### config.mk
export PLATFORM = sky130hd
export DESIGN_NAME = file_name_hash
export DESIGN_NICKNAME = d
export VERILOG_FILES = /design/src/rtl/fnh_pkg.sv /design/src/rtl/fnh_fifo.sv /design/src/rtl/fnh_front.sv /design/src/rtl/fnh_back.sv /design/src/rtl/file_name_hash.sv
export SDC_FILE = /design/constraint.sdc
export NUM_CORES = 1
export LEC_CHECK = 0
export BUFFER_PORTS_ARGS = -buffer_cell sky130_fd_sc_hd__buf_2
export CORE_ASPECT_RATIO = 1.4
export CORE_MARGIN = 2
export CORE_UTILIZATION = 30
export DETAILED_ROUTE_END_ITERATION = 10
export GPL_TIMING_DRIVEN = 0
export PLACE_DENSITY_LB_ADDON = 0.12
export SLEW_MARGIN = 20
export SYNTH_ARGS = -nofsm -noshare
export SYNTH_HDL_FRONTEND = slang
export SYNTH_HIERARCHICAL = 1
export SYNTH_SLANG_ARGS = --single-unit
### constraint.sdc
create_clock -name clock -period 18.4 [get_ports clock]
set_clock_uncertainty 0.1 [all_clocks]
set_input_delay 3.68 -clock clock [delete_from_list [all_inputs] [get_ports clock]]
set_output_delay 3.68 -clock clock [all_outputs]
set_load 0.05 [all_outputs]
### src/rtl/fnh_pkg.sv
// ----------------------------------------------------------------------------
// fnh_pkg
// Shared types and constants of the file name hash block.
// ----------------------------------------------------------------------------
package fnh_pkg;

   // hash constants
   localparam logic [31:0] HASH_MODULUS   = 32'h8000_000b;
   localparam logic [31:0] HASH_FINAL_XOR = 32'h1234_5678;

   // character codes
   localparam logic [7:0] CASE_OFFSET    = 8'h20;
   localparam logic [7:0] CHAR_UPPER_A   = 8'h41;
   localparam logic [7:0] CHAR_UPPER_Z   = 8'h5a;
   localparam logic [7:0] CHAR_SLASH     = 8'h2f;
   localparam logic [7:0] CHAR_BACKSLASH = 8'h5c;

   // fold modes
   localparam logic [1:0] FOLD_RAW  = 2'd0;
   localparam logic [1:0] FOLD_CASE = 2'd1;
   localparam logic [1:0] FOLD_PATH = 2'd2;

   // register indexes
   localparam logic [1:0] CSR_FOLD_MODE   = 2'd0;
   localparam logic [1:0] CSR_CHAR_SIGNED = 2'd1;

   // classified word passed from front to back
   typedef struct packed {
      logic [8:0] value;     // byte, sign- or zero-extended to 9 bits
      logic       has_byte;  // byte takes part in the hash
      logic       is_last;   // end of name, emit result
   } cmd_type;

   typedef enum logic {
      BK_IDLE,
      BK_FOLD
   } bk_state_type;

endpackage

### src/rtl/fnh_fifo.sv
// ----------------------------------------------------------------------------
// fnh_fifo
// Small flop-based queue with full and empty flags.
// ----------------------------------------------------------------------------
module fnh_fifo #(
   parameter int WIDTH = 8,
   parameter int DEPTH = 2
) (
   input  logic             clock,
   input  logic             reset,
   input  logic             push,
   input  logic [WIDTH-1:0] wdata,
   output logic             full,
   input  logic             pop,
   output logic [WIDTH-1:0] rdata,
   output logic             empty
);

   localparam int PTR_W = (DEPTH > 1) ? $clog2(DEPTH) : 1;
   localparam int CNT_W = $clog2(DEPTH + 1);

   logic [WIDTH-1:0] mem_ff [DEPTH];
   logic [PTR_W-1:0] wr_ptr_ff, wr_ptr_in;
   logic [PTR_W-1:0] rd_ptr_ff, rd_ptr_in;
   logic [CNT_W-1:0] count_ff, count_in;
   logic             do_push, do_pop;

   assign full    = (count_ff == CNT_W'(DEPTH));
   assign empty   = (count_ff == '0);
   assign do_push = push & ~full;
   assign do_pop  = pop & ~empty;
   assign rdata   = mem_ff[rd_ptr_ff];

   always_comb begin
      wr_ptr_in = wr_ptr_ff;
      rd_ptr_in = rd_ptr_ff;
      if (do_push) begin
         wr_ptr_in = (wr_ptr_ff == PTR_W'(DEPTH - 1)) ? '0 : wr_ptr_ff + PTR_W'(1);
      end
      if (do_pop) begin
         rd_ptr_in = (rd_ptr_ff == PTR_W'(DEPTH - 1)) ? '0 : rd_ptr_ff + PTR_W'(1);
      end
      count_in = count_ff + CNT_W'(do_push) - CNT_W'(do_pop);
   end

   always_ff @(posedge clock) begin
      if (reset) begin
         wr_ptr_ff <= '0;
         rd_ptr_ff <= '0;
         count_ff  <= '0;
      end else begin
         wr_ptr_ff <= wr_ptr_in;
         rd_ptr_ff <= rd_ptr_in;
         count_ff  <= count_in;
      end
   end

   always_ff @(posedge clock) begin
      if (do_push) begin
         mem_ff[wr_ptr_ff] <= wdata;
      end
   end

endmodule

### src/rtl/fnh_front.sv
// ----------------------------------------------------------------------------
// fnh_front
// Control registers and byte classification: fold, sign, zero-byte check.
// ----------------------------------------------------------------------------
module fnh_front (
   input  logic             clock,
   input  logic             reset,
   input  logic             csr_valid,
   input  logic [1:0]       csr_index,
   input  logic [31:0]      csr_wdata,
   input  logic [7:0]       name_byte,
   input  logic             has_byte,
   input  logic             is_last,
   output fnh_pkg::cmd_type cmd
);

   import fnh_pkg::*;

   logic [1:0] fold_mode_ff, fold_mode_in;
   logic       char_signed_ff, char_signed_in;
   logic [7:0] folded;
   logic       is_upper;

   always_comb begin
      fold_mode_in   = fold_mode_ff;
      char_signed_in = char_signed_ff;
      if (csr_valid) begin
         unique case (csr_index)
            CSR_FOLD_MODE:   fold_mode_in   = csr_wdata[1:0];
            CSR_CHAR_SIGNED: char_signed_in = csr_wdata[0];
            default: ;  // no register here
         endcase
      end
   end

   always_ff @(posedge clock) begin
      if (reset) begin
         fold_mode_ff   <= FOLD_RAW;
         char_signed_ff <= 1'b1;
      end else begin
         fold_mode_ff   <= fold_mode_in;
         char_signed_ff <= char_signed_in;
      end
   end

   assign is_upper = (name_byte >= CHAR_UPPER_A) && (name_byte <= CHAR_UPPER_Z);

   always_comb begin
      folded = name_byte;
      case (fold_mode_ff)
         FOLD_RAW: ;
         FOLD_CASE: begin
            if (is_upper) folded = name_byte + CASE_OFFSET;
         end
         default: begin  // path fold; mode three behaves the same
            if (is_upper) begin
               folded = name_byte + CASE_OFFSET;
            end else if (name_byte == CHAR_SLASH) begin
               folded = CHAR_BACKSLASH;
            end
         end
      endcase
   end

   always_comb begin
      cmd.value    = {char_signed_ff & folded[7], folded};
      cmd.has_byte = has_byte & (name_byte != '0);  // NUL hashes nothing
      cmd.is_last  = is_last;
   end

endmodule

### src/rtl/fnh_back.sv
// ----------------------------------------------------------------------------
// fnh_back
// Hash engine: mix the weighted byte in, then reduce and scale.
// ----------------------------------------------------------------------------
module fnh_back (
   input  logic             clock,
   input  logic             reset,
   input  logic             cmd_empty,
   input  fnh_pkg::cmd_type cmd,
   output logic             cmd_pop,
   input  logic             rsp_full,
   output logic             rsp_push,
   output logic [31:0]      rsp_hash
);

   import fnh_pkg::*;

   bk_state_type state_ff, state_in;

   logic [31:0] hash_ff, hash_in;
   logic [31:0] pos_ff, pos_in;
   logic [31:0] sum_ff, sum_in;
   logic        has_ff, has_in;
   logic        last_ff, last_in;

   logic [31:0] weight, value_ext, product;
   logic [31:0] reduced, scaled, hash_next;
   logic        advance;

   // next state
   always_comb begin
      state_in = state_ff;
      unique case (state_ff)
         BK_IDLE: if (!cmd_empty) state_in = BK_FOLD;
         BK_FOLD: if (advance)    state_in = BK_IDLE;
         default: state_in = BK_IDLE;
      endcase
   end

   // outputs
   always_comb begin
      cmd_pop  = 1'b0;
      advance  = 1'b0;
      rsp_push = 1'b0;
      unique case (state_ff)
         BK_IDLE: cmd_pop = ~cmd_empty;
         BK_FOLD: begin
            advance  = ~last_ff | ~rsp_full;
            rsp_push = last_ff & ~rsp_full;
         end
         default: ;
      endcase
   end

   // first half: running hash plus (pos+1) * byte
   assign weight    = pos_ff + 32'd1;
   assign value_ext = {{23{cmd.value[8]}}, cmd.value};
   assign product   = weight * value_ext;

   // second half: mod by one compare-subtract (sum < 2*modulus), times -17
   assign reduced   = (sum_ff >= HASH_MODULUS) ? sum_ff - HASH_MODULUS : sum_ff;
   assign scaled    = 32'd0 - ((reduced << 4) + reduced);
   assign hash_next = has_ff ? scaled : hash_ff;
   assign rsp_hash  = hash_next ^ HASH_FINAL_XOR;

   always_comb begin
      sum_in  = sum_ff;
      has_in  = has_ff;
      last_in = last_ff;
      hash_in = hash_ff;
      pos_in  = pos_ff;
      if (cmd_pop) begin
         sum_in  = hash_ff + product;
         has_in  = cmd.has_byte;
         last_in = cmd.is_last;
      end
      if (advance) begin
         if (last_ff) begin
            hash_in = '0;
            pos_in  = '0;
         end else if (has_ff) begin
            hash_in = scaled;
            pos_in  = pos_ff + 32'd1;
         end
      end
   end

   always_ff @(posedge clock) begin
      if (reset) begin
         state_ff <= BK_IDLE;
         hash_ff  <= '0;
         pos_ff   <= '0;
         has_ff   <= 1'b0;
         last_ff  <= 1'b0;
      end else begin
         state_ff <= state_in;
         hash_ff  <= hash_in;
         pos_ff   <= pos_in;
         has_ff   <= has_in;
         last_ff  <= last_in;
      end
   end

   always_ff @(posedge clock) begin
      sum_ff <= sum_in;
   end

endmodule

### src/rtl/file_name_hash.sv
// ----------------------------------------------------------------------------
// file_name_hash
// Streaming 32-bit hash of a name, one byte per word, result on the last word.
//
//   channel  direction  handshake            payload
//   req      in         req_push / req_full  req_name_byte, req_has_byte, req_is_last
//   rsp      out        rsp_pop / rsp_empty  rsp_hash_value
//   csr      in         csr_valid/csr_ready  csr_index, csr_wdata
//
// Each word goes through the engine states in turn: BK_IDLE adds (pos+1)*byte to the
// running hash, BK_FOLD does the modulo and the scale by -17; this loop sets rate, as
// no new word is taken before BK_FOLD ends. A last word passes BK_IDLE, BK_FOLD, then rsp_q.
// Reset clears the queues, the engine state and the registers (fold 0, signed 1).
// The command queue decouples req from the engine; a full result queue stalls
// the engine on a last word only.
// ----------------------------------------------------------------------------
module file_name_hash #(
   parameter int CMD_DEPTH = 2,
   parameter int RSP_DEPTH = 2
) (
   input  logic        clock,
   input  logic        reset,
   // input words
   input  logic        req_push,
   output logic        req_full,
   input  logic [7:0]  req_name_byte,
   input  logic        req_has_byte,
   input  logic        req_is_last,
   // results
   output logic        rsp_empty,
   input  logic        rsp_pop,
   output logic [31:0] rsp_hash_value,
   // register writes
   input  logic        csr_valid,
   output logic        csr_ready,
   input  logic [1:0]  csr_index,
   input  logic [31:0] csr_wdata
);

   import fnh_pkg::*;

   localparam int CMD_W = $bits(cmd_type);

   cmd_type     front_cmd;   // classified word at the queue input
   cmd_type     back_cmd;    // oldest queued word
   logic        cmd_empty;
   logic        cmd_pop;
   logic        rsp_full;
   logic        rsp_push;
   logic [31:0] rsp_hash;

   // registers take a write every cycle
   assign csr_ready = 1'b1;

   fnh_front u_front (
      .clock     (clock),
      .reset     (reset),
      .csr_valid (csr_valid),
      .csr_index (csr_index),
      .csr_wdata (csr_wdata),
      .name_byte (req_name_byte),
      .has_byte  (req_has_byte),
      .is_last   (req_is_last),
      .cmd       (front_cmd)
   );

   // command queue between front and engine
   fnh_fifo #(
      .WIDTH (CMD_W),
      .DEPTH (CMD_DEPTH)
   ) u_cmd_q (
      .clock (clock),
      .reset (reset),
      .push  (req_push),
      .wdata (front_cmd),
      .full  (req_full),
      .pop   (cmd_pop),
      .rdata (back_cmd),
      .empty (cmd_empty)
   );

   fnh_back u_back (
      .clock     (clock),
      .reset     (reset),
      .cmd_empty (cmd_empty),
      .cmd       (back_cmd),
      .cmd_pop   (cmd_pop),
      .rsp_full  (rsp_full),
      .rsp_push  (rsp_push),
      .rsp_hash  (rsp_hash)
   );

   // result queue, head drives the rsp ports
   fnh_fifo #(
      .WIDTH (32),
      .DEPTH (RSP_DEPTH)
   ) u_rsp_q (
      .clock (clock),
      .reset (reset),
      .push  (rsp_push),
      .wdata (rsp_hash),
      .full  (rsp_full),
      .pop   (rsp_pop),
      .rdata (rsp_hash_value),
      .empty (rsp_empty)
   );

endmodule

==> metrics <==
mux cell area share after synthesis between 3 and 4%; P per Cell Area 146 nW/um^2; # fillers 6494; Avg WL per Cell approximately 18 um; post-route minimum period around 8.4 ns; WP data arrival roughly 8.5 ns; row cnt around 110; synthesized flop and latch total 198; Slew Limit Fails 0; Vias about 14k; Ant. Diodes 0; overall die area approximately 66000 um^2; critical path class reg -> reg; Slew headroom around 27%; final hold viol count 0; CP Launch Type flip-flop; Final GP Congestion around 0.9; total gr overflow 0; most frequent CP cell fa_1; largest net degree at the start of global routing 33; Num CTS Buffers 17; Post-Synthesis Cell Area between 15000 and 20000 um^2; Die Y around 300 um; clk slew on worst S/H paths ~0.080 ns; CP Buf/Inv Count 4; Post-Synth XOR/XNOR Area ~5.8%; HP Class reg -> reg; vias in the first global route around 15k; top cells by area, synth fa_1 22%, edfxtp_1 18%, ha_1 9.1%; remaining antenna violation count 0; Via-to-Cell Ratio between 4 and 5; Die X about 220 um; area share of fa/ha/maj cells after synthesis a little over 30%; Top delay family on crit path adder cells; Synth Area per Inst 9.69 um^2; fin nets between 2k and 2.5k; CP Data Required Time between 15 and 20 ns; # port buffers 51; Synth Area in Simple Gates between 10% and 20%; final instance area 21200 um^2; leakage ~9.2 nW; first-pass GRT wire length roughly 83 mm; All-Layer GR Usage between 10% and 20%; starting DRC count in detailed routing 545; # DRC 0; Core Box Area roughly 63000 um^2; clock root buffer clkbuf_16; CP endpoint kind flip-flop; post-synth top area share approximately 22%; Starting Density 30.4%; synthesis-to-layout area growth 10.1%; share of the yosys chip area belonging to registers a little over a quarter; outcome finished, final reports clean; final setup fails 0; number of synthesized flops with an enable pin approximately 120; I/O pin total 84; Post-Syn Nets ~2.4k; hold_buf cts 0; Max Clock Freq between 100 and 150 MHz; Post-DP Area 20600 um^2; CTS max path bufs 2; period utilization roughly 45%; main combinational cell family by area after synthesis adder cells; CP max FO 10; critical path cell sequence clkbuf_1 -> nand4_1 -> nor4_1 -> nand4_1 -> xnor2_1 -> nand2_1 -> fa_1 -> inv_1 -> fa_1 -> fa_1 -> fa_1 -> inv_1 -> fa_1 -> inv_1 -> ha_1 -> a2111oi_0 -> a21oi_1 -> o21a_1 -> or4b_1 -> o21ai_0 -> o21a_1 -> o21ai_0 -> xnor2_1; DRT Pass-1 Iters 5; CTS tree done; setup TNS 0 ns; layout cell share with drive strength beyond 1 9.08%; Compound-Gate Fraction of Synth Area 10.3%; htree depth 4; Synth Warn # 6; dpl hpwl around 44 mm; Synth Flop Type edfxtp_1; final WL about 53 mm; Yosys top cell by area fa_1; Worst path slowest cell xnor2_1; post-CTS sizing 0; Skew-Pair Late Insertion Delay 0.48 ns; Max stage delay on crit path 0.79 ns; Syn Inst Count between 1.5k and 2k; post-synthesis async set-or-reset flop share 0%; initial antenna violation count 2; Slew @ Worst Pin approximately 1.1 ns; CTS sink count about 200; maxcap violations 0; post-synthesis cell type count 85; post-CTS setup buffers 0; Max rail drop VDD just under 80 uV; unrepaired setup endpoints after global routing no
==> stage by stage <==
stage | utilization (%) | total power [mW] | setup slack (ns) | std cells | hold WS, ns
after floorplan | - | 2.17 | 11.43 | 1985 | 0.346
after global placement | 32.4 | 2.70 | 9.77 | 2868 | 0.366
after detailed placement | 32.5 | 2.71 | 9.93 | 2871 | 0.382
after CTS | 33.5 | 3.12 | 9.90 | 2903 | 0.394
after global routing | 33.5 | 3.39 | 9.68 | 2903 | 0.434
final | 33.5 | 3.09 | 10.05 | 2903 | 0.397
==> tightest hold or removal path: cells and delay by family, from the launching register on <==
family / cells / cell delay [ns]
AOI/OAI and AO/OA: 2 / 0.14
DFF: 1 / 0.32
==> power breakdown <==
group          switching [mW]  internal [mW]  leakage [nW]
sequential             0.0680          0.597          1.74
clock                   0.194          0.182         0.285
combinational            1.28          0.769          7.17
total                    1.54           1.55          9.19
==> Yosys cell counts, types with 3 or more instances <==
library cell / instances
or2_2: 10
nor3b_1: 4
nand3_1: 29
nand4b_1: 4
a21boi_0: 6
buf_4: 6
nor3_1: 30
a22o_1: 22
a31oi_1: 10
dfxtp_1: 80
a22oi_1: 20
nand2b_1: 10
nand2_1: 229
a211oi_1: 6
a21o_1: 30
o22ai_1: 3
nor2b_1: 17
xnor2_1: 83
mux2_2: 55
nand4_1: 16
and2_1: 73
or3_1: 14
inv_1: 259
a21oi_1: 70
and4_1: 4
mux2i_1: 12
nor4_1: 19
and3_1: 8
o2111ai_1: 5
or4b_1: 4
o311ai_0: 3
edfxtp_1: 118
fa_1: 207
o21ai_0: 47
o21bai_1: 7
o31ai_1: 5
nor2_1: 125
nand3b_1: 8
or4_1: 7
xor2_1: 38
a2111o_1: 3
o21ai_1: 8
clkbuf_1: 63
o21a_1: 14
ha_1: 140
==> kinds of logic after synthesis <==
family / after synthesis
other cells: 1
flops: 198
fa+ha+maj: 347
buf+inv: 333
simple gates: 624
xor+xnor: 124
compound gates: 289
mux: 69
==> sequential cells by signal (all words and copies together) (netlist names), named ones only <==
name / cells
u_rsp_q/mem_ff: 64
u_back/hash_ff: 32
u_back/pos_ff: 32
u_back/sum_ff: 32
u_cmd_q/mem_ff: 22
u_cmd_q/count_ff: 2
u_front/fold_mode_ff: 2
u_rsp_q/count_ff: 2
u_back/has_ff: 1
u_back/last_ff: 1
u_back/state_ff: 1
u_cmd_q/rd_ptr_ff: 1
u_cmd_q/wr_ptr_ff: 1
u_front/char_signed_ff: 1
u_rsp_q/rd_ptr_ff: 1
u_rsp_q/wr_ptr_ff: 1
==> metal layers <==
layer  share of wire [%]  GRT usage (%)  up-vias
li1                    -              -     6803
met1                  40           17.9     6908
met2                  54           32.0      205
met3                 2.1           2.07       88
met4                 3.4           6.59        0
met5                   0              0        -
==> cell type report <==
cell class	count	area (um^2)	area share, %
buffer	72	294	1.39
clock buffer	18	429	2.03
clock inverter	14	149	0.703
inverter	261	980	4.63
multi-input combinational	1454	12900	60.7
sequential	198	5140	24.3
tap	832	1040	4.92
timing repair buffer	54	290	1.37
==> placed cells by master, fill, tap and decap left out, types with 12 or more instances in the layout <==
cell,n
nor4_1,18
fa_1,207
nor3_1,30
a22o_1,22
or3_1,14
xnor2_1,82
a21oi_1,70
nor2_1,124
o21ai_0,47
nand3_1,29
dfxtp_1,80
o21a_1,14
nor2b_1,17
ha_1,140
buf_2,52
a21o_1,30
mux2i_1,12
edfxtp_1,118
clkbuf_16,17
clkbuf_1,64
nand2_1,229
mux2_2,55
inv_1,258
nand4_1,16
a22oi_1,20
and2_1,73
xor2_1,38
==> final timing paths <==
kind / startpoint / to / slack [ns] / cells after the start
min reg2reg: u_rsp_q/wr_ptr_ff / u_rsp_q/wr_ptr_ff / 0.40 / 2
max reg2reg: u_back/pos_ff[5] / u_back/sum_ff[31] / 10.05 / 23
max: u_back/pos_ff[5] / u_back/sum_ff[31] / 10.05 / 23
min: u_rsp_q/wr_ptr_ff / u_rsp_q/wr_ptr_ff / 0.40 / 2
Power figures use the tool's default switching activity.
